## config.mk

```make
export PLATFORM = sky130hd
export DESIGN_NAME = gamepad_tank_drive_mixer
export DESIGN_NICKNAME = d
export VERILOG_FILES = /design/src/rtl/gtdm_pkg.sv /design/src/rtl/gtdm_ctrl.sv /design/src/rtl/gtdm_datapath.sv /design/src/rtl/gamepad_tank_drive_mixer.sv
export SDC_FILE = /design/constraint.sdc
export NUM_CORES = 1
export LEC_CHECK = 0
export BUFFER_PORTS_ARGS = -buffer_cell sky130_fd_sc_hd__buf_2
export CAP_MARGIN = 20
export CORE_ASPECT_RATIO = 0.8
export CORE_MARGIN = 2
export CORE_UTILIZATION = 50
export CTS_CLUSTER_SIZE = 16
export DETAILED_ROUTE_END_ITERATION = 16
export PLACE_DENSITY = 0.67
export SLEW_MARGIN = 20
export SYNTH_ARGS = -nofsm -noshare
export SYNTH_HDL_FRONTEND = slang
export SYNTH_SLANG_ARGS = --single-unit
```

## constraint.sdc

```tcl
create_clock -name i_clk -period 8.4 [get_ports i_clk]
set_clock_uncertainty 0.05 [all_clocks]
set_input_delay 1.26 -clock i_clk [delete_from_list [all_inputs] [get_ports i_clk]]
set_output_delay 1.26 -clock i_clk [all_outputs]
set_load 0.02 [all_outputs]
```

## src/rtl/gtdm_pkg.sv

```systemverilog
// ----------------------------------------------------------------------------
// gtdm_pkg
// shared types and constants of the gamepad tank drive mixer
// ----------------------------------------------------------------------------
package gtdm_pkg;

    localparam int STICK_W   = 10;
    localparam int CFG_IDX_W = 2;
    localparam int CFG_W     = 16;
    localparam int SPEED_W   = 8;
    localparam int WEAPON_W  = 16;
    // arithmetic width for the signed track commands
    localparam int MIX_W     = 11;

    // configuration register indexes
    localparam logic [CFG_IDX_W-1:0] CFG_DEADZONE    = 2'd0;
    localparam logic [CFG_IDX_W-1:0] CFG_WEAPON_FULL = 2'd1;
    localparam logic [CFG_IDX_W-1:0] CFG_WEAPON_HALF = 2'd2;

    localparam logic [7:0] DEADZONE_RESET = 8'd20;

    // map scaling constants
    localparam logic [8:0]       SPEED_MUL  = 9'd510;
    localparam logic [8:0]       TURN_MUL   = 9'd446;
    localparam logic [10:0]      AXIS_MID   = 11'd512;
    localparam logic [MIX_W-1:0] SPEED_OFS  = 11'd255;
    localparam logic [MIX_W-1:0] TURN_OFS   = 11'd223;
    localparam logic [8:0]       SPEED_MAX  = 9'd255;

    // weapon flag codes
    localparam logic [1:0] WFLAG_OFF  = 2'b00;
    localparam logic [1:0] WFLAG_FULL = 2'b01;
    localparam logic [1:0] WFLAG_HALF = 2'b10;

    typedef struct packed {
        logic load;
        logic square;
        logic cube;
        logic scale;
        logic mix;
    } t_dp_cmd;

    typedef struct packed {
        logic out_full;
    } t_dp_sts;

endpackage

```

## src/rtl/gtdm_ctrl.sv

```systemverilog
// ----------------------------------------------------------------------------
// gtdm_ctrl
// sequencer that steps one item through square, cube, scale and mix
// ----------------------------------------------------------------------------
module gtdm_ctrl (
    input  logic              i_clk,
    input  logic              i_rst_n,
    input  logic              i_valid,
    output logic              o_ready,
    input  gtdm_pkg::t_dp_sts i_sts,
    output gtdm_pkg::t_dp_cmd o_cmd
);

    typedef enum logic [4:0] {
        S_IDLE   = 5'b00001,
        S_SQUARE = 5'b00010,
        S_CUBE   = 5'b00100,
        S_SCALE  = 5'b01000,
        S_MIX    = 5'b10000
    } t_state;

    t_state r_state;
    t_state n_state;

    always_comb begin
        n_state = r_state;
        unique case (r_state)
            S_IDLE:   if (i_valid) n_state = S_SQUARE;
            S_SQUARE: n_state = S_CUBE;
            S_CUBE:   n_state = S_SCALE;
            S_SCALE:  n_state = S_MIX;
            S_MIX:    if (!i_sts.out_full) n_state = S_IDLE;
            default:  n_state = S_IDLE;
        endcase
    end

    always_ff @(posedge i_clk) begin
        if (!i_rst_n) begin
            r_state <= S_IDLE;
        end else begin
            r_state <= n_state;
        end
    end

    assign o_ready      = (r_state == S_IDLE);
    assign o_cmd.load   = (r_state == S_IDLE) && i_valid;
    assign o_cmd.square = (r_state == S_SQUARE);
    assign o_cmd.cube   = (r_state == S_CUBE);
    assign o_cmd.scale  = (r_state == S_SCALE);
    // result register must be free before the item is written into it
    assign o_cmd.mix    = (r_state == S_MIX) && !i_sts.out_full;

endmodule

```

## src/rtl/gtdm_datapath.sv

```systemverilog
// ----------------------------------------------------------------------------
// gtdm_datapath
// mode state, configuration registers, stick mixing and result register
// ----------------------------------------------------------------------------
module gtdm_datapath (
    input  logic                                  i_clk,
    input  logic                                  i_rst_n,
    input  gtdm_pkg::t_dp_cmd                     i_cmd,
    output gtdm_pkg::t_dp_sts                     o_sts,
    input  logic                                  i_cfg_we,
    input  logic [gtdm_pkg::CFG_IDX_W-1:0]        i_cfg_index,
    input  logic [gtdm_pkg::CFG_W-1:0]            i_cfg_data,
    input  logic                                  i_button_a,
    input  logic                                  i_button_b,
    input  logic                                  i_button_x,
    input  logic                                  i_button_y,
    input  logic signed [gtdm_pkg::STICK_W-1:0]   i_stick_x,
    input  logic signed [gtdm_pkg::STICK_W-1:0]   i_stick_y,
    input  logic                                  i_ready,
    output logic                                  o_valid,
    output logic                                  o_drive_enable,
    output logic                                  o_left_forward,
    output logic [gtdm_pkg::SPEED_W-1:0]          o_left_speed,
    output logic                                  o_right_forward,
    output logic [gtdm_pkg::SPEED_W-1:0]          o_right_speed,
    output logic [gtdm_pkg::WEAPON_W-1:0]         o_weapon_speed,
    output logic                                  o_weapon_full,
    output logic                                  o_weapon_half
);

    // configuration
    logic [7:0]                        r_deadzone;
    logic [gtdm_pkg::WEAPON_W-1:0]     r_wfull_cfg;
    logic [gtdm_pkg::WEAPON_W-1:0]     r_whalf_cfg;

    // mode state
    logic [3:0]                        r_prev_btn;
    logic                              r_manual;
    logic [gtdm_pkg::WEAPON_W-1:0]     r_wspeed;
    logic [1:0]                        r_wflags;

    logic [3:0]                        n_now;
    logic [3:0]                        n_rise;
    logic                              n_manual;
    logic [gtdm_pkg::WEAPON_W-1:0]     n_wspeed;
    logic [1:0]                        n_wflags;

    // arithmetic pipeline registers
    logic [9:0]                        r_abs_x;
    logic                              r_neg_x;
    logic [10:0]                       r_fwd_ofs;
    logic [18:0]                       r_sq;
    logic [27:0]                       r_cube;
    logic signed [gtdm_pkg::MIX_W-1:0] r_speed;
    logic signed [gtdm_pkg::MIX_W-1:0] r_eff;

    logic [9:0]                        n_abs_x;
    logic [19:0]                       w_sq_prod;
    logic [28:0]                       w_cube_prod;
    logic [9:0]                        w_turn_mag;
    logic [10:0]                       w_turn_ofs;
    logic [19:0]                       w_speed_prod;
    logic [19:0]                       w_eff_prod;
    logic signed [gtdm_pkg::MIX_W-1:0] w_left;
    logic signed [gtdm_pkg::MIX_W-1:0] w_right;
    logic                              w_left_fwd;
    logic                              w_right_fwd;
    logic [7:0]                        w_left_mag;
    logic [7:0]                        w_right_mag;

    // ---------------------------------------------------------------- config
    always_ff @(posedge i_clk) begin
        if (!i_rst_n) begin
            r_deadzone  <= gtdm_pkg::DEADZONE_RESET;
            r_wfull_cfg <= '0;
            r_whalf_cfg <= '0;
        end else if (i_cfg_we) begin
            case (i_cfg_index)
                gtdm_pkg::CFG_DEADZONE:    r_deadzone  <= i_cfg_data[7:0];
                gtdm_pkg::CFG_WEAPON_FULL: r_wfull_cfg <= i_cfg_data;
                gtdm_pkg::CFG_WEAPON_HALF: r_whalf_cfg <= i_cfg_data;
                default: ;
            endcase
        end
    end

    // ----------------------------------------------------- button edge logic
    // rising edges applied in order a, b, x, y
    always_comb begin
        n_now    = {i_button_y, i_button_x, i_button_b, i_button_a};
        n_rise   = n_now & ~r_prev_btn;
        n_manual = r_manual;
        n_wspeed = r_wspeed;
        n_wflags = r_wflags;
        if (n_rise[0]) begin
            n_manual = 1'b0;
            n_wflags = gtdm_pkg::WFLAG_OFF;
            n_wspeed = '0;
        end
        if (n_rise[1]) begin
            if (!n_manual) begin
                n_manual = 1'b1;
                n_wflags = gtdm_pkg::WFLAG_OFF;
            end else begin
                n_manual = 1'b0;
                n_wflags = gtdm_pkg::WFLAG_OFF;
                n_wspeed = '0;
            end
        end
        if (n_rise[2]) begin
            if (n_wspeed == r_wfull_cfg) begin
                n_wspeed = '0;
                n_wflags = gtdm_pkg::WFLAG_OFF;
            end else begin
                n_wspeed = r_wfull_cfg;
                n_wflags = gtdm_pkg::WFLAG_FULL;
            end
        end
        if (n_rise[3]) begin
            if (n_wspeed == r_whalf_cfg) begin
                n_wspeed = '0;
                n_wflags = gtdm_pkg::WFLAG_OFF;
            end else begin
                n_wspeed = r_whalf_cfg;
                n_wflags = gtdm_pkg::WFLAG_HALF;
            end
        end
    end

    always_ff @(posedge i_clk) begin
        if (!i_rst_n) begin
            r_prev_btn <= '0;
            r_manual   <= 1'b0;
            r_wspeed   <= '0;
            r_wflags   <= gtdm_pkg::WFLAG_OFF;
        end else if (i_cmd.load) begin
            r_prev_btn <= n_now;
            r_manual   <= n_manual;
            r_wspeed   <= n_wspeed;
            r_wflags   <= n_wflags;
        end
    end

    // ------------------------------------------------------------ arithmetic
    // magnitude of -512 still fits 10 unsigned bits
    assign n_abs_x      = i_stick_x[9] ? 10'(-i_stick_x) : i_stick_x;
    assign w_sq_prod    = r_abs_x * r_abs_x;
    assign w_cube_prod  = r_sq * {9'd0, r_abs_x};
    // cube truncates toward zero, so shift the magnitude and restore sign
    assign w_turn_mag   = r_cube[27:18];
    assign w_turn_ofs   = r_neg_x ? (gtdm_pkg::AXIS_MID - {1'b0, w_turn_mag})
                                  : (gtdm_pkg::AXIS_MID + {1'b0, w_turn_mag});
    assign w_speed_prod = r_fwd_ofs * gtdm_pkg::SPEED_MUL;
    assign w_eff_prod   = w_turn_ofs * gtdm_pkg::TURN_MUL;

    always_ff @(posedge i_clk) begin
        if (i_cmd.load) begin
            r_abs_x   <= n_abs_x;
            r_neg_x   <= i_stick_x[9];
            // 512 - stick_y, always 1..1024
            r_fwd_ofs <= gtdm_pkg::AXIS_MID - {i_stick_y[9], i_stick_y};
        end
        if (i_cmd.square) begin
            r_sq <= w_sq_prod[18:0];
        end
        if (i_cmd.cube) begin
            r_cube <= w_cube_prod[27:0];
        end
        if (i_cmd.scale) begin
            r_speed <= $signed({1'b0, w_speed_prod[19:10]}) - $signed(gtdm_pkg::SPEED_OFS);
            r_eff   <= $signed({2'b00, w_eff_prod[18:10]}) - $signed(gtdm_pkg::TURN_OFS);
        end
    end

    assign w_left  = r_speed + r_eff;
    assign w_right = r_speed - r_eff;

    // deadzone and clamp for one track
    function automatic logic [8:0] shape_track(
        input logic signed [gtdm_pkg::MIX_W-1:0] v,
        input logic [7:0]                        dz
    );
        logic [gtdm_pkg::MIX_W-1:0] mag;
        logic                       fwd;
        logic [7:0]                 spd;
        begin
            mag = v[gtdm_pkg::MIX_W-1] ? gtdm_pkg::MIX_W'(-v) : v;
            fwd = !v[gtdm_pkg::MIX_W-1];
            if (mag < {3'd0, dz}) begin
                fwd = 1'b1;
                spd = '0;
            end else if (mag > {2'd0, gtdm_pkg::SPEED_MAX}) begin
                spd = gtdm_pkg::SPEED_MAX[7:0];
            end else begin
                spd = mag[7:0];
            end
            shape_track = {fwd, spd};
        end
    endfunction

    assign {w_left_fwd, w_left_mag}   = shape_track(w_left, r_deadzone);
    assign {w_right_fwd, w_right_mag} = shape_track(w_right, r_deadzone);

    // ------------------------------------------------------- result register
    always_ff @(posedge i_clk) begin
        if (!i_rst_n) begin
            o_valid <= 1'b0;
        end else if (i_cmd.mix) begin
            o_valid <= 1'b1;
        end else if (i_ready) begin
            o_valid <= 1'b0;
        end
    end

    always_ff @(posedge i_clk) begin
        if (i_cmd.mix) begin
            o_drive_enable  <= r_manual;
            o_left_forward  <= r_manual ? w_left_fwd : 1'b1;
            o_left_speed    <= r_manual ? w_left_mag : '0;
            o_right_forward <= r_manual ? w_right_fwd : 1'b1;
            o_right_speed   <= r_manual ? w_right_mag : '0;
            o_weapon_speed  <= r_wspeed;
            o_weapon_full   <= r_wflags[0];
            o_weapon_half   <= r_wflags[1];
        end
    end

    assign o_sts.out_full = o_valid && !i_ready;

endmodule

```

## src/rtl/gamepad_tank_drive_mixer.sv

```systemverilog
// ----------------------------------------------------------------------------
// gamepad_tank_drive_mixer
// button mode logic and tank drive mixing for one gamepad report per item
// ----------------------------------------------------------------------------
// the result register is written in the mix step, after square, cube and scale
// a new item is taken only once the sequencer is back in idle, since it steps
//   each item through the square, cube, scale and mix steps on one set of registers
// a stalled result holds the sequencer in its mix step until taken
// reset: synchronous active low; modes off, weapon off, deadzone 20
module gamepad_tank_drive_mixer (
    input  logic                                i_clk,
    input  logic                                i_rst_n,
    input  logic                                i_cfg_we,
    input  logic [gtdm_pkg::CFG_IDX_W-1:0]      i_cfg_index,
    input  logic [gtdm_pkg::CFG_W-1:0]          i_cfg_data,
    input  logic                                i_valid,
    output logic                                o_ready,
    input  logic                                i_button_a,
    input  logic                                i_button_b,
    input  logic                                i_button_x,
    input  logic                                i_button_y,
    input  logic signed [gtdm_pkg::STICK_W-1:0] i_stick_x,
    input  logic signed [gtdm_pkg::STICK_W-1:0] i_stick_y,
    output logic                                o_valid,
    input  logic                                i_ready,
    output logic                                o_drive_enable,
    output logic                                o_left_forward,
    output logic [gtdm_pkg::SPEED_W-1:0]        o_left_speed,
    output logic                                o_right_forward,
    output logic [gtdm_pkg::SPEED_W-1:0]        o_right_speed,
    output logic [gtdm_pkg::WEAPON_W-1:0]       o_weapon_speed,
    output logic                                o_weapon_full,
    output logic                                o_weapon_half
);

    gtdm_pkg::t_dp_cmd w_cmd;
    gtdm_pkg::t_dp_sts w_sts;

    gtdm_ctrl u_ctrl (
        .i_clk   (i_clk),
        .i_rst_n (i_rst_n),
        .i_valid (i_valid),
        .o_ready (o_ready),
        .i_sts   (w_sts),
        .o_cmd   (w_cmd)
    );

    gtdm_datapath u_datapath (
        .i_clk           (i_clk),
        .i_rst_n         (i_rst_n),
        .i_cmd           (w_cmd),
        .o_sts           (w_sts),
        .i_cfg_we        (i_cfg_we),
        .i_cfg_index     (i_cfg_index),
        .i_cfg_data      (i_cfg_data),
        .i_button_a      (i_button_a),
        .i_button_b      (i_button_b),
        .i_button_x      (i_button_x),
        .i_button_y      (i_button_y),
        .i_stick_x       (i_stick_x),
        .i_stick_y       (i_stick_y),
        .i_ready         (i_ready),
        .o_valid         (o_valid),
        .o_drive_enable  (o_drive_enable),
        .o_left_forward  (o_left_forward),
        .o_left_speed    (o_left_speed),
        .o_right_forward (o_right_forward),
        .o_right_speed   (o_right_speed),
        .o_weapon_speed  (o_weapon_speed),
        .o_weapon_full   (o_weapon_full),
        .o_weapon_half   (o_weapon_half)
    );

endmodule
```

# After elaboration in Yosys (flattened, before gate mapping)
# Index checks and enable logic that the tools add are counted.
dict set report totals {
  register_bits 197
  latch_bits 0
  ram_bits 0
  mem_bits_ro 0
  in_bits 47
  out_inout_bits 39
  wordCells 101
  mem_count 0
}
dict set report op_classes {
  add_sub_neg 10
  mul 4
  n_div 0
  n_lt_le_gt_ge 4
  eq_ne 11
  shift 0
  n_mux 27
  n_bitwise 3
  n_reduce_logical 17
}
# cell count
set op_table {}
lappend op_table {{16-bit two-way mux} 7}
lappend op_table {{11-bit two-way mux} 3}
lappend op_table {{16-bit == test} 2}
lappend op_table {{19-bit by 10-bit multiplier with 28-bit output} 1}
lappend op_table {{5-bit one-hot mux with 5 select lines} 1}
lappend op_table {{11-bit by 8-bit > comparator with 1-bit output (second input constant)} 2}
lappend op_table {{11-bit by 8-bit < comparator with 1-bit output} 2}
lappend op_table {{11-bit negator} 2}
lappend op_table {{10-bit by 10-bit multiplier with 19-bit output} 1}
lappend op_table {{11-bit by 8-bit multiplier with 19-bit output (second input constant)} 1}
lappend op_table {{11-bit by 8-bit multiplier with 18-bit output (second input constant)} 1}
lappend op_table {{8-bit two-way mux} 2}
lappend op_table {{10-bit by 10-bit adder with 11-bit output (first input constant)} 1}
lappend op_table {{11-bit adder} 1}
lappend op_table {{10-bit by 10-bit subtractor with 11-bit output (first input constant)} 1}
lappend op_table {{10-bit by 11-bit subtractor with 11-bit output (first input constant)} 1}
lappend op_table {{10-bit by 8-bit subtractor with 11-bit output (second input constant)} 1}
lappend op_table {{11-bit subtractor} 1}
lappend op_table {{2-bit two-way mux} 5}
lappend op_table {{5-bit two-way mux} 2}
lappend op_table {{10-bit negator} 1}
lappend op_table {{2-bit AND reduction} 5}
lappend op_table {{9-bit by 8-bit subtractor with 10-bit output (second input constant)} 1}
lappend op_table {{9-bit two-way mux} 1}
lappend op_table {{other kinds (18)} 30}

# Depth between registers and ports, before layout
# Gate-level depths: netlist of the first run.
dict set report logic_depth {
  ltp_word 11
  depth_mapped 25
  mapped_depth_nobuf 25
}

# Modules after synthesis
# From an unflattened synthesis of the first run, not the netlist that was laid out.
dict set report hier_totals {
  cells_unflattened 2353
  hier_area_um2 21699.6
}
# mod n_inst cells_per_inst area_per_inst_um2 seq_area_each_um2
set by_module_without_submodules {}
lappend by_module_without_submodules {gtdm_datapath 1 2320 21424.3 4524.3}
lappend by_module_without_submodules {gtdm_ctrl 1 33 275.3 100.1}

# Least setup slack after synthesis of the first run
# OpenSTA, ideal clock, no wires.
dict set report synth_timing {
  path_type {reg-to-reg}
  from {register u_datapath.r_abs_x[1]}
  to {register u_datapath.r_cube[27], data pin}
  setup_ns 0.271
  arrival_time_ns 5.457
  t_required_ns 8.079
  setup_slack_ns 2.622
  path_stages_with_launch 23
  n_path_buf 2
  synth_period_minus_slack_ns 5.778
  path_cell_list {edfxtp_1 -> clkbuf_1 -> clkbuf_1 -> nand2_1 -> fa_1 -> inv_1 -> fa_1 -> inv_1 -> fa_1 -> inv_1 -> fa_1 -> inv_1 -> fa_1 -> inv_1 -> ha_1 -> a211oi_1 -> o21ai_0 -> a21oi_1 -> a21oi_1 -> nor3_1 -> nor3_1 -> a2111oi_0 -> xnor2_1}
}
dict set report synth_via {
  elab_chain_len 1
}
# element line
set synth_rtl {}
lappend synth_rtl {{from (decl)} gtdm_datapath.sv:49} ;# logic [9:0] r_abs_x;
lappend synth_rtl {{from (signal assigned)} gtdm_datapath.sv:158} ;# r_abs_x <= n_abs_x;
lappend synth_rtl {{19-bit by 10-bit multiplier with 28-bit output} gtdm_datapath.sv:148} ;# assign w_cube_prod = r_sq * {9'd0, r_abs_x};
lappend synth_rtl {{named net u_datapath.w_cube_prod[27]} gtdm_datapath.sv:59} ;# logic [28:0] w_cube_prod;
lappend synth_rtl {{to (signal assigned)} gtdm_datapath.sv:167} ;# r_cube <= w_cube_prod[27:0];
lappend synth_rtl {{to (decl)} gtdm_datapath.sv:53} ;# logic [27:0] r_cube;
# The timed path passes the listed nets, and every way through them passes these cells.
# A chain may end at the register's enable or synchronous reset.

# Worst setup path in the final report of the first run
dict set report layout_timing {
  from {register u_datapath.r_cube[18]}
  to {register u_datapath.r_eff[7] in the netlist's numbering, data pin}
}
dict set report layout_via {
  elab_chain_len 4
  elab_cells_between_ends 5
  classes_between {3 x add/sub; 1 x mul; 1 x mux}
}
# element line
set layout_rtl {}
lappend layout_rtl {{10-bit by 10-bit adder with 11-bit output or 10-bit by 10-bit subtractor with 11-bit output (tied branches)} {gtdm_datapath.sv:152, gtdm_datapath.sv:151}}
lappend layout_rtl {{11-bit two-way mux *} gtdm_datapath.sv:151} ;# assign w_turn_ofs = r_neg_x ? (gtdm_pkg::AXIS_MID - {1'b0, w_turn_mag})
lappend layout_rtl {{11-bit by 8-bit multiplier with 18-bit output *} gtdm_datapath.sv:154} ;# assign w_eff_prod = w_turn_ofs * gtdm_pkg::TURN_MUL;
lappend layout_rtl {{9-bit by 8-bit subtractor with 10-bit output *} gtdm_datapath.sv:171} ;# r_eff <= $signed({2'b00, w_eff_prod[18:10]}) - $signed(gtdm_pkg::TURN_OFS);
lappend layout_rtl {{to (signal assigned)} gtdm_datapath.sv:171}
lappend layout_rtl {{to (decl)} gtdm_datapath.sv:55} ;# logic signed [gtdm_pkg::MIX_W-1:0] r_eff;
# Mark *: on every way between the ends. The rest lies on a longest branch, timed or not.

==> results of run 1 <==
[worst paths after layout]
| check | start | to | slack [ps] | depth (start not counted) |
|---|---|---|---|---|
| setup reg to reg | u_datapath.r_cube[18]$_DFFE_PN_ | u_datapath.r_eff[7]$_DFFE_PP_ | 2110 | 20 |
| setup / recovery | u_datapath.r_cube[18]$_DFFE_PN_ | u_datapath.r_eff[7]$_DFFE_PP_ | 2110 | 20 |
| hold / removal | u_datapath.r_wflags[1]$_SDFFE_PN0P_ | u_datapath.o_weapon_half$_DFFE_PP_ | 390 | 0 |
| hold reg to reg | u_datapath.r_wflags[1]$_SDFFE_PN0P_ | u_datapath.o_weapon_half$_DFFE_PP_ | 390 | 0 |
[stage by stage]
stage | hold slack, ps | instance area [um^2] | setup WS (ps) | cells
floorplan | 353 | 22000 | 2620 | 2378
global placement | 371 | 22900 | 2250 | 2945
detailed placement | 376 | 22900 | 2070 | 2945
CTS | 393 | 23500 | 2060 | 2977
global route | 403 | 23500 | 1560 | 2977
finish | 391 | 23500 | 2110 | 2977
[cells in the mapped netlist (all sizes together), types with 5 or more instances]
cell / number / area share (%)
nor4bb: 9 / 0.41
and3: 18 / 0.51
xnor2: 103 / 4.1
nor2: 100 / 1.7
ha: 226 / 13
nand2: 239 / 4.1
a2111oi: 9 / 0.42
a21boi: 48 / 1.6
a211oi: 11 / 0.40
clkbuf: 81 / 1.4
and2: 130 / 3.7
nor2b: 29 / 0.82
a221oi: 21 / 0.83
a21oi: 57 / 1.4
buf: 14 / 0.36
o311ai: 7 / 0.28
o21ai: 58 / 1.3
o32ai: 8 / 0.32
a31oi: 18 / 0.54
nor4: 7 / 0.20
a22oi: 7 / 0.26
o211ai: 10 / 0.36
o22ai: 16 / 0.45
a21o: 11 / 0.37
o31ai: 10 / 0.34
mux2i: 6 / 0.27
inv: 411 / 7.0
o21a: 22 / 0.75
or4: 6 / 0.22
nor3: 50 / 1.1
nand3: 23 / 0.54
nor4b: 17 / 1.4
o21bai: 8 / 0.27
o2bb2ai: 7 / 0.28
edfxtp: 108 / 15
a311oi: 5 / 0.26
or2: 8 / 0.23
or3: 12 / 0.34
dfxtp: 69 / 6.3
xor2: 42 / 1.7
nand2b: 18 / 0.51
nand4: 16 / 0.45
fa: 247 / 22
[flip-flops by register name, summed over array words and instances (netlist names), 2 cells and up]
name	cells
u_datapath.r_eff	10
u_datapath.r_wspeed	16
u_ctrl.r_state	5
u_datapath.r_speed	11
u_datapath.r_fwd_ofs	11
u_datapath.r_cube	10
u_datapath.r_wfull_cfg	16
u_datapath.r_deadzone	8
u_datapath.r_sq	18
u_datapath.o_weapon_speed	16
u_datapath.o_right_speed	8
u_datapath.r_wflags	2
u_datapath.r_whalf_cfg	16
u_datapath.r_prev_btn	4
u_datapath.r_abs_x	10
u_datapath.o_left_speed	8
[kinds of logic after synthesis]
kind of cell | Yosys count
flip-flops | 177
adder cells (fa/ha/maj) | 473
multiplexers | 8
other | 2
AO/OA/AOI/OAI | 365
XOR/XNOR | 145
buffers and inverters | 506
AND/OR/NAND/NOR | 700
[power by group]
group / leakage [nW] / internal, W / switching [W]
logic: 8.93 / 0.00306 / 0.00415
clock network: 0.279 / 0.000422 / 0.000382
registers: 1.57 / 0.00131 / 0.0000880
[layout make-up]
class | count | area, um^2
clock inverters | 10 | 90.1
fillers | 3796 | 19800
repair buffers | 102 | 553
flip-flops and latches | 177 | 4620
clock buffers | 22 | 485
multi-input cells | 1695 | 15500
inverters | 411 | 1540
well taps | 560 | 701
[layer usage]
layer / up-vias / wire length [um] / track usage [%] / share of wire (%)
met5: - / 13 / 0 / 0.026
met1: 8052 / 24200 / 32.6 / 48
li1: 7904 / - / - / -
met3: 63 / 2770 / 3.84 / 5.5
met2: 425 / 23000 / 37.4 / 45
met4: 2 / 636 / 4.88 / 1.3
[placed cells by master, fill, tap and decap left out, types with 46 or more instances in the layout]
cell        n
a21oi_1    54
nor3_1     49
and2_1    130
ha_1      226
nor2_1     99
a21boi_0   46
edfxtp_1  108
inv_1     409
o21ai_0    55
xnor2_1   103
buf_2      85
fa_1      247
nand2_1   238
dfxtp_1    69
[worst max-delay path, stage by stage, from the launching register on]
cell and delay (ps):
edfxtp_1 510, inv_1 160, nand3_1 110, o41ai_1 580, nand2_1 160, xor2_1 650
fa_1 550, fa_1 490, inv_1 50, fa_1 520, inv_1 50, fa_1 520
inv_1 40, ha_1 220, nor4_1 240, inv_1 90, o211ai_1 230, a21oi_1 110
o31ai_1 370, a21oi_1 130, xor2_1 190
==> out/metrics.csv, run 1 <==
stage,metric,value,unit
status,status,"complete, no violations",
route,vias,16400,
clocking,htree_num_levels,4,
sta,relSlewSlack,29.6,%
sta,grt_setup_unrepaired,no,
clocking,clkSlewWorstSetupHoldPaths,70,ps
layout,fin_util,54.3,%
sta,finalSetupViolations,0,
sta,worstMarginPinSlew,1060,ps
global_routing,grt-ovfl-total,0,
logic_synthesis,yosysSeqAreaShare,21.0,%
route,dr.pass1.iters,6,
route,drt_iter0_drc,1157,
clocking,insertion_delay,460,ps
route,wl_per_cell,17.0,um
placed_design,gp_congestion,0.932,
global_routing,grt_pass1_wl,84.6,mm
route,drc,0,
run,drv_cap,0,
floorplanning,die_h,192,um
sta,drv_slew,0,
sta,final.min_clock_period,6290,ps
sta,final_hold_viol_count,0,
critical_path,crit_type,flip-flop to flip-flop,
layout,area_growth_syn_to_layout,6.70,%
route,ant_nets,0,
logic_synthesis,yosys.area_share.simple,17.0,%
route,drt_wl_total,50.6,mm
floorplanning,coreArea,43300,um^2
clocking,clock_sinks,177,
global_routing,grt_pass1_vias,16800,
clocking,cts_resized,0,
critical_path,end_kind,flip-flop,
power,power_density,400,nW/um^2
logic_synthesis,ys.flop_type,edfxtp_1,
placed_design,hpwl,39.8,mm
sta,post-route-period-util,74.9,%
power,p_leak,10.8,nW
logic_synthesis,synth_xor_area_share,5.76,%
critical_path,critPathRequiredTime,8550,ps
logic_synthesis,yosys_warnings,0,
global_routing,grt_start_max_net_pins,54,
power,ir_drop,508,uV
floorplanning,row_count,68,
floorplanning,die_area,45800,um^2
floorplanning,die_w,239,um
floorplanning,initial_utilization,50.9,%
clocking,cts_buffers,17,
layout,layout-drive-gt1-share,7.49,%
route,viasPerCell,5.52,
clocking,hold_buffers,0,
clocking,cts-root-buf,clkbuf_16,
global_routing,grt_use_total,23.1,%
power,total_power,0.00942,W
critical_path,start_kind,flip-flop,
placed_design,port_buffers,85,
logic_synthesis,synthAdderAreaFrac,35.3,%
logic_synthesis,async_flop_share,0,%
logic_synthesis,synth-compound-area-share,11.9,%
logic_synthesis,synth-edff-count,108,
logic_synthesis,ys_ff_latch,177,
critical_path,cp.arrival,6440,ps
logic_synthesis,synth_cell_type_count,91,
sta,fin_setup_tns,0,ps
clocking,cts_setup_buffers,0,
logic_synthesis,avgSynthCellArea,9.28,um^2
floorplanning,io_pins,86,
layout,fin_nets,2924,
worst_hold_path,hp-class,flip-flop to flip-flop,
critical_path,worstPathMaxFanout,8,
clocking,cts_tree,yes,
logic_synthesis,syn-instance-count,2376,
logic_synthesis,muxShareOfSynthArea,0.375,%
layout,num_antenna_cells,0,
clocking,clk_path_buf_depth,2,
logic_synthesis,synth_top_family_by_area,adder cells,
global_routing,antenna_found_initial,1,
logic_synthesis,syn_area,22000,um^2
sta,fmaxAchievable,0.159,GHz
(Power assumes the default switching activity.)
==> inputs of run 2 (changes only) <==
--- a/config.mk
+++ b/config.mk
@@ -5,6 +5,7 @@
 export SDC_FILE = /design/constraint.sdc
 export NUM_CORES = 1
 export LEC_CHECK = 0
+export ABC_AREA = 1
 export BUFFER_PORTS_ARGS = -buffer_cell sky130_fd_sc_hd__buf_2
 export CAP_MARGIN = 20
 export CORE_ASPECT_RATIO = 0.8
==> constraint.sdc (replaced) <==
create_clock -name i_clk -period 6.4 [get_ports i_clk]
set_clock_uncertainty 0.05 [all_clocks]
set_input_delay 0.96 -clock i_clk [delete_from_list [all_inputs] [get_ports i_clk]]
set_output_delay 0.96 -clock i_clk [all_outputs]
set_load 0.02 [all_outputs]
==> run 2 against run 1 <==
Effect of this change: sequential cell count is the same; first-iteration DRC count shrank 11%; synthesized cell count up 9.8%; routed wire length shrank 6.4%; via count grew 0.19%; combinational power grew 29%; total power grew 30%; hold slack worse by 23 ps; non-clock buffer count increased by 10; worst setup slack got worse by 1600 ps; clock-buffer cell count is 4 lower.
==> out/metrics.csv, run 2 <==
stage,metric,value,unit
layout,stdcell_count,3222,
route,drt_wl_total,47.3,mm
layout,final_common_cell,inv_1,
critical_path,critPathRequiredTime,6550,ps
floorplanning,die_h,189,um
route,drc,0,
logic_synthesis,synth-compound-area-share,7.70,%
logic_synthesis,async_flop_share,0,%
route,viasPerCell,5.11,
floorplanning,die_w,235,um
sta,worstMarginPinSlew,1070,ps
logic_synthesis,yosys-top-cells-count,"inv_1 (631), nand2_1 (494), fa_1 (247)",
critical_path,rr_endpoint,u_datapath.r_cube[26]$_DFFE_PN_,
power,p_leak,12.4,nW
critical_path,cp.arrival,6030,ps
clocking,hold_buffers,0,
critical_path,rrSetupSlack,520,ps
logic_synthesis,yosys.area_share.simple,15.7,%
placed_design,gp_congestion,0.874,
status,status,"complete, no violations",
logic_synthesis,syn_area,21400,um^2
critical_path,r2r_cells,23,
floorplanning,row_count,67,
layout,regMostFlops,u_datapath.r_sq,
global_routing,grt_use_total,22.0,%
critical_path,cpLargestDelayFamily,adder cells,
logic_synthesis,ys_ff_latch,177,
sta,final_hold_viol_count,0,
layout,fin_nets,3176,
layout,largest_reg_flops,18,
logic_synthesis,avgSynthCellArea,8.20,um^2
worst_hold_path,hold_path_depth,0,
logic_synthesis,yosys_warnings,0,
worst_hold_path,hold_path_end,u_datapath.o_weapon_full$_DFFE_PP_,
clocking,clkSlewWorstSetupHoldPaths,80,ps
logic_synthesis,synth-edff-count,108,
floorplanning,die_area,44500,um^2
global_routing,grt_util_met2,37.1,%
logic_synthesis,syn-instance-count,2608,
logic_synthesis,synth_xor_area_share,5.69,%
critical_path,start_kind,flip-flop,
critical_path,cpMostUsedCell,inv_1,
route,drt_iter0_drc,1033,
logic_synthesis,yosysSeqAreaShare,21.6,%
global_routing,grt_pass1_wl,80.5,mm
global_routing,grt-ovfl-total,0,
clocking,clk_path_buf_depth,2,
worst_hold_path,hp-class,flip-flop to flip-flop,
power,power_density,532,nW/um^2
logic_synthesis,synth_area_leaders,"fa_1 (23%), edfxtp_1 (15%), ha_1 (13%), inv_1 (11%), nand2_1 (8.7%)",
critical_path,path_cells,nand2_1 > fa_1 > inv_1 > fa_1 > inv_1 > fa_1 > inv_1 > fa_1 > inv_1 > fa_1 > inv_1 > ha_1 > nand2_1 > inv_1 > nand3_1 > nor3_1 > nand2_1 > nand2_1 > a21boi_0 > o21ai_0 > a21boi_0 > o21ai_0 > xor2_1,
logic_synthesis,synth.most_common_cell,inv_1,
logic_synthesis,synth_cell_type_count,46,
critical_path,crit_slowest_cell,edfxtp_1,
route,wl_per_cell,14.7,um
global_routing,grt_start_max_net_pins,67,
logic_synthesis,muxShareOfSynthArea,0.0526,%
clocking,cts-root-buf,clkbuf_16,
floorplanning,coreArea,42100,um^2
global_routing,use_met3,3.75,%
sta,finalSetupViolations,0,
clocking,clock_sinks,177,
clocking,cts_tree,yes,
logic_synthesis,synth_top_family_by_area,adder cells,
critical_path,crit_path_max_incr_delay,750,ps
layout,final_cell_mix,"inv_1 (631), nand2_1 (494), fa_1 (247), ha_1 (226), a21oi_1 (162)",
global_routing,antenna_found_initial,1,
sta,fin_ws,517,ps
clocking,insertion_delay,470,ps
logic_synthesis,synthAdderAreaFrac,36.4,%
critical_path,worstPathMaxFanout,15,
critical_path,end_kind,flip-flop,
layout,area_growth_syn_to_layout,7.57,%
placed_design,pre_cts_slack,352,ps
logic_synthesis,yosys.area.top_type,fa_1,
global_routing,use_met1,29.5,%
critical_path,path_buf_inv,6,
placed_design,placedCellCount,3188,
route,vias,16500,
layout,layout-drive-gt1-share,6.89,%
sta,final.min_clock_period,5880,ps
worst_hold_path,hp-start,u_datapath.r_wflags[0]$_SDFFE_PN0P_,
logic_synthesis,synth_top_area_share,23.1,%
sta,drv_slew,0,
global_routing,grt_pass1_vias,16800,
clocking,cts_buffers,17,
placed_design,port_buffers,85,
critical_path,worstReg2RegStart,u_datapath.r_abs_x[2]$_DFFE_PP_,
logic_synthesis,ys.flop_type,edfxtp_1,
floorplanning,initial_utilization,50.8,%
placed_design,hpwl,37.6,mm
route,dr.pass1.iters,5,
sta,post-route-period-util,91.9,%
route,ant_nets,0,
run,drv_cap,0,
critical_path,crit_type,flip-flop to flip-flop,
sta,fmaxAchievable,0.170,GHz
floorplanning,io_pins,86,
global_routing,top_usage_layer,met2,
sta,relSlewSlack,28.5,%
power,ir_drop,367,uV
clocking,htree_num_levels,4,
[run 2: how the worst max path moves through the flow]
stage / slack, ps / start / end / cells past startpoint
after floorplan: 790 / u_datapath.r_abs_x[1]$_DFFE_PP_ / u_datapath.r_cube[26]$_DFFE_PN_ / 25
after global placement: 570 / u_datapath.r_cube[19]$_DFFE_PN_ / u_datapath.r_eff[9]$_DFFE_PP_ / 27
after detailed placement: 350 / u_datapath.r_cube[19]$_DFFE_PN_ / u_datapath.r_eff[9]$_DFFE_PP_ / 28
after CTS: 330 / u_datapath.r_cube[19]$_DFFE_PN_ / u_datapath.r_eff[9]$_DFFE_PP_ / 28
after global routing: -4 / u_datapath.r_cube[19]$_DFFE_PN_ / u_datapath.r_eff[9]$_DFFE_PP_ / 32
final: 520 / u_datapath.r_abs_x[2]$_DFFE_PP_ / u_datapath.r_cube[26]$_DFFE_PN_ / 23
[run 2: report_power, final]
group / switching, W / leakage (nW) / internal (W)
logic: 0.00560 / 10.6 / 0.00367
clock network: 0.000529 / 0.289 / 0.000525
registers: 0.000116 / 1.56 / 0.00179
total: 0.00625 / 12.4 / 0.00599
[run 2: final cells by class]
type / count / area (um^2)
Fill cell: 3911 / 19100
Multi-Input combinational cell: 1714 / 14100
Sequential cell: 177 / 4620
Inverter: 634 / 2380
Tap cell: 552 / 691
Timing Repair Buffer: 112 / 641
Clock buffer: 18 / 429
Clock inverter: 14 / 170
Antenna cell: 1 / 2.50
[run 2: timing repair]
action	CTS	global route
resized for setup	0	4
buffers inserted	0	0
endpoints found under the setup margin	0	4
[run 2: logic make-up (layout without fill, tap and decap cells)]
group | count (synthesis) | in the layout
AND/OR/NAND/NOR | 787 | 787
AO/OA/AOI/OAI | 309 | 309
flip-flops | 177 | 177
multiplexers | 1 | 1
adder cells (fa/ha/maj) | 474 | 474
XOR/XNOR | 139 | 139
buffers and inverters | 719 | 778
other | 2 | 5
[run 2: metrics by stage]
step | setup TNS [ps] | util, % | hold slack [ps] | instance area, um^2 | total power, W
floorplan | 0 | - | 353 | 21400 | 0.00903
finish | 0 | 54.7 | 368 | 23000 | 0.0122
detailed placement | 0 | 53.2 | 362 | 22400 | 0.0112
global route | -4.37 | 54.7 | 385 | 23000 | 0.0139
global placement | 0 | 53.2 | 359 | 22400 | 0.0108
CTS | 0 | 54.6 | 369 | 23000 | 0.0123
[run 2: per-layer routing]
| layer | routed length (um) | part of all wire (%) | vias to the layer above |
|---|---|---|---|
| li1 | - | - | 8110 |
| met3 | 2680 | 5.7 | 70 |
| met4 | 847 | 1.8 | 0 |
| met2 | 22100 | 47 | 463 |
| met1 | 21700 | 46 | 7835 |
| met5 | 0 | 0 | - |
==> inputs of run 3 (changes only) <==
--- a/config.mk
+++ b/config.mk
@@ -14,6 +14,7 @@
 export CTS_CLUSTER_SIZE = 16
 export DETAILED_ROUTE_END_ITERATION = 16
 export PLACE_DENSITY = 0.67
+export RECOVER_POWER = 100
 export SLEW_MARGIN = 20
 export SYNTH_ARGS = -nofsm -noshare
 export SYNTH_HDL_FRONTEND = slang
==> run 3 against run 2 <==
Effect of this change: the run now ends with max-capacitance violations, max-slew violations left; sequential power about the same; die area stayed put; via count hardly changed; worst setup slack got worse by 92 ps; combinational power about the same; total power barely moved; non-clock buffer count unchanged; maximum frequency shrank 1.5%; clock-buffer cell count unchanged; critical endpoint is now u_datapath.r_sq[15]$_DFFE_PP_; largest cell class unchanged; largest power group unchanged.
==> out/metrics.csv, run 3 (synthesis results as in run 2) <==
stage,metric,value,unit
status,status,"complete, but fails checks",
status,violations,"max-capacitance violations, max-slew violations",
clocking,hold_buffers,0,
power,power.switching,0.00624,W
route,dr.pass1.iters,5,
clocking,cts_tree,yes,
power,p_int,0.00599,W
sta,final_hold_viol_count,0,
critical_path,worstReg2RegStart,u_datapath.r_abs_x[2]$_DFFE_PP_,
worst_hold_path,hold_path_depth,0,
clocking,cts-root-buf,clkbuf_16,
run,drv_cap,3,
clocking,clkSlewWorstSetupHoldPaths,80,ps
power,p_leak,12.3,nW
critical_path,cpLargestDelayFamily,adder cells,
layout,area_growth_syn_to_layout,7.01,%
power,swShare,51.1,%
sta,finalSetupViolations,0,
critical_path,crit_path_max_incr_delay,710,ps
global_routing,top_usage_layer,met2,
layout,final_common_cell,inv_1,
clocking,cts_resized,0,
sta,drv_slew,138,
route,ant_nets,0,
power,seqPwrFrac,15.6,%
route,drt_wl_total,47.3,mm
critical_path,end_kind,flip-flop,
worst_hold_path,hold_path_end,u_datapath.o_weapon_full$_DFFE_PP_,
floorplanning,row_count,67,
critical_path,critPathRequiredTime,6570,ps
critical_path,path_cells,clkbuf_1 > clkbuf_1 > nand2_1 > inv_1 > fa_1 > fa_1 > ha_1 > inv_1 > fa_1 > inv_1 > fa_1 > ha_1 > nand2_1 > o21ai_0 > a21oi_1 > o21bai_1 > nand3_1 > nand2_1 > nand3_1 > nand2_1 > xor2_1,
critical_path,crit_slowest_cell,edfxtp_1,
layout,fin_util,54.4,%
worst_hold_path,hp-start,u_datapath.r_wflags[0]$_SDFFE_PN0P_,
critical_path,worstPathMaxFanout,15,
global_routing,grt_pass1_vias,16800,
global_routing,grt_pass1_wl,80.5,mm
critical_path,r2r_cells,21,
route,drc,0,
floorplanning,coreArea,42100,um^2
sta,worstMarginPinSlew,2580,ps
sta,final.min_clock_period,5970,ps
route,drt_iter0_drc,1029,
layout,layout-drive-gt1-share,4.80,%
layout,largest_reg_flops,18,
clocking,htree_num_levels,4,
floorplanning,initial_utilization,50.8,%
critical_path,path_buf_inv,5,
power,power_frac_comb,75.8,%
layout,final_cell_mix,"inv_1 (631), nand2_1 (496), fa_1 (247), ha_1 (226), a21oi_1 (162)",
placed_design,hpwl,37.6,mm
clocking,clock_sinks,177,
layout,regMostFlops,u_datapath.r_sq,
sta,relSlewSlack,-72.2,%
global_routing,grt-ovfl-total,0,
clocking,clk_path_buf_depth,2,
floorplanning,die_area,44500,um^2
worst_hold_path,hp-class,flip-flop to flip-flop,
floorplanning,io_pins,86,
global_routing,grt_start_max_net_pins,67,
sta,fin_setup_tns,0,ps
power,p_clk_share,8.6,%
route,vias,16500,
critical_path,rrSetupSlack,430,ps
route,viasPerCell,5.11,
critical_path,start_kind,flip-flop,
global_routing,use_met1,29.5,%
clocking,cts_setup_buffers,0,
critical_path,rr_endpoint,u_datapath.r_sq[15]$_DFFE_PP_,
layout,fin_nets,3176,
power,power_density,534,nW/um^2
critical_path,cp.arrival,6140,ps
global_routing,grt_use_total,22.0,%
sta,post-route-period-util,93.4,%
clocking,cts_buffers,17,
placed_design,port_buffers,85,
layout,fillers,3946,
power,ir_drop,367,uV
global_routing,use_met3,3.75,%
placed_design,gp_congestion,0.874,
critical_path,crit_type,flip-flop to flip-flop,
route,wl_per_cell,14.7,um
clocking,insertion_delay,470,ps
sta,fmaxAchievable,0.167,GHz
floorplanning,die_h,189,um
global_routing,grt_util_met2,37.1,%
global_routing,antenna_found_initial,2,
floorplanning,die_w,235,um
run 3: worst max-delay path by stage:
stage | startpoint | endpoint | slack [ps] | cells after the start
finish | u_datapath.r_abs_x[2]$_DFFE_PP_ | u_datapath.r_sq[15]$_DFFE_PP_ | 430 | 21
global route | u_datapath.r_cube[19]$_DFFE_PN_ | u_datapath.r_eff[9]$_DFFE_PP_ | -4 | 32
CTS | u_datapath.r_cube[19]$_DFFE_PN_ | u_datapath.r_eff[9]$_DFFE_PP_ | 330 | 28
detailed placement | u_datapath.r_cube[19]$_DFFE_PN_ | u_datapath.r_eff[9]$_DFFE_PP_ | 350 | 28
global placement | u_datapath.r_cube[19]$_DFFE_PN_ | u_datapath.r_eff[9]$_DFFE_PP_ | 570 | 27
floorplan | u_datapath.r_abs_x[1]$_DFFE_PP_ | u_datapath.r_cube[26]$_DFFE_PN_ | 790 | 25
run 3: metrics by stage:
stage | instances | power (W) | hold slack [ps] | worst slack, ps | area, um^2
2_1_floorplan | 2610 | 0.00903 | 353 | 785 | 21400
3_3_place_gp | 3188 | 0.0108 | 359 | 569 | 22400
3_5_place_dp | 3188 | 0.0112 | 362 | 352 | 22400
4_1_cts | 3220 | 0.0123 | 369 | 333 | 23000
5_1_grt | 3222 | 0.0139 | 385 | -4.37 | 22900
6_report | 3222 | 0.0122 | 368 | 425 | 22900
run 3: per-layer routing:
metal  vias to the layer above  wire length [um]
met2                       443             22200
met1                      7851             21800
met4                         0               804
met5                         -                 0
li1                       8111                 -
met3                        67              2580
run 3: power by group through the flow:
stage / logic (W) / registers, W / clock network [W]
floorplan: 0.00719 / 0.00185 / 0
global placement: 0.00890 / 0.00193 / 0
detailed placement: 0.00923 / 0.00193 / 0
CTS: 0.00933 / 0.00190 / 0.00108
global route: 0.0108 / 0.00192 / 0.00112
finish: 0.00927 / 0.00191 / 0.00106
run 3: final cells by class:
type	instances	area, um^2	area share (%)
inverter	634	2380	10.4
clock buffer	18	429	1.87
tap	552	691	3.02
timing repair buffer	112	549	2.40
multi-input combinational	1714	14000	61.4
antenna	1	2.50	0.0109
sequential	177	4620	20.2
clock inverter	14	170	0.743
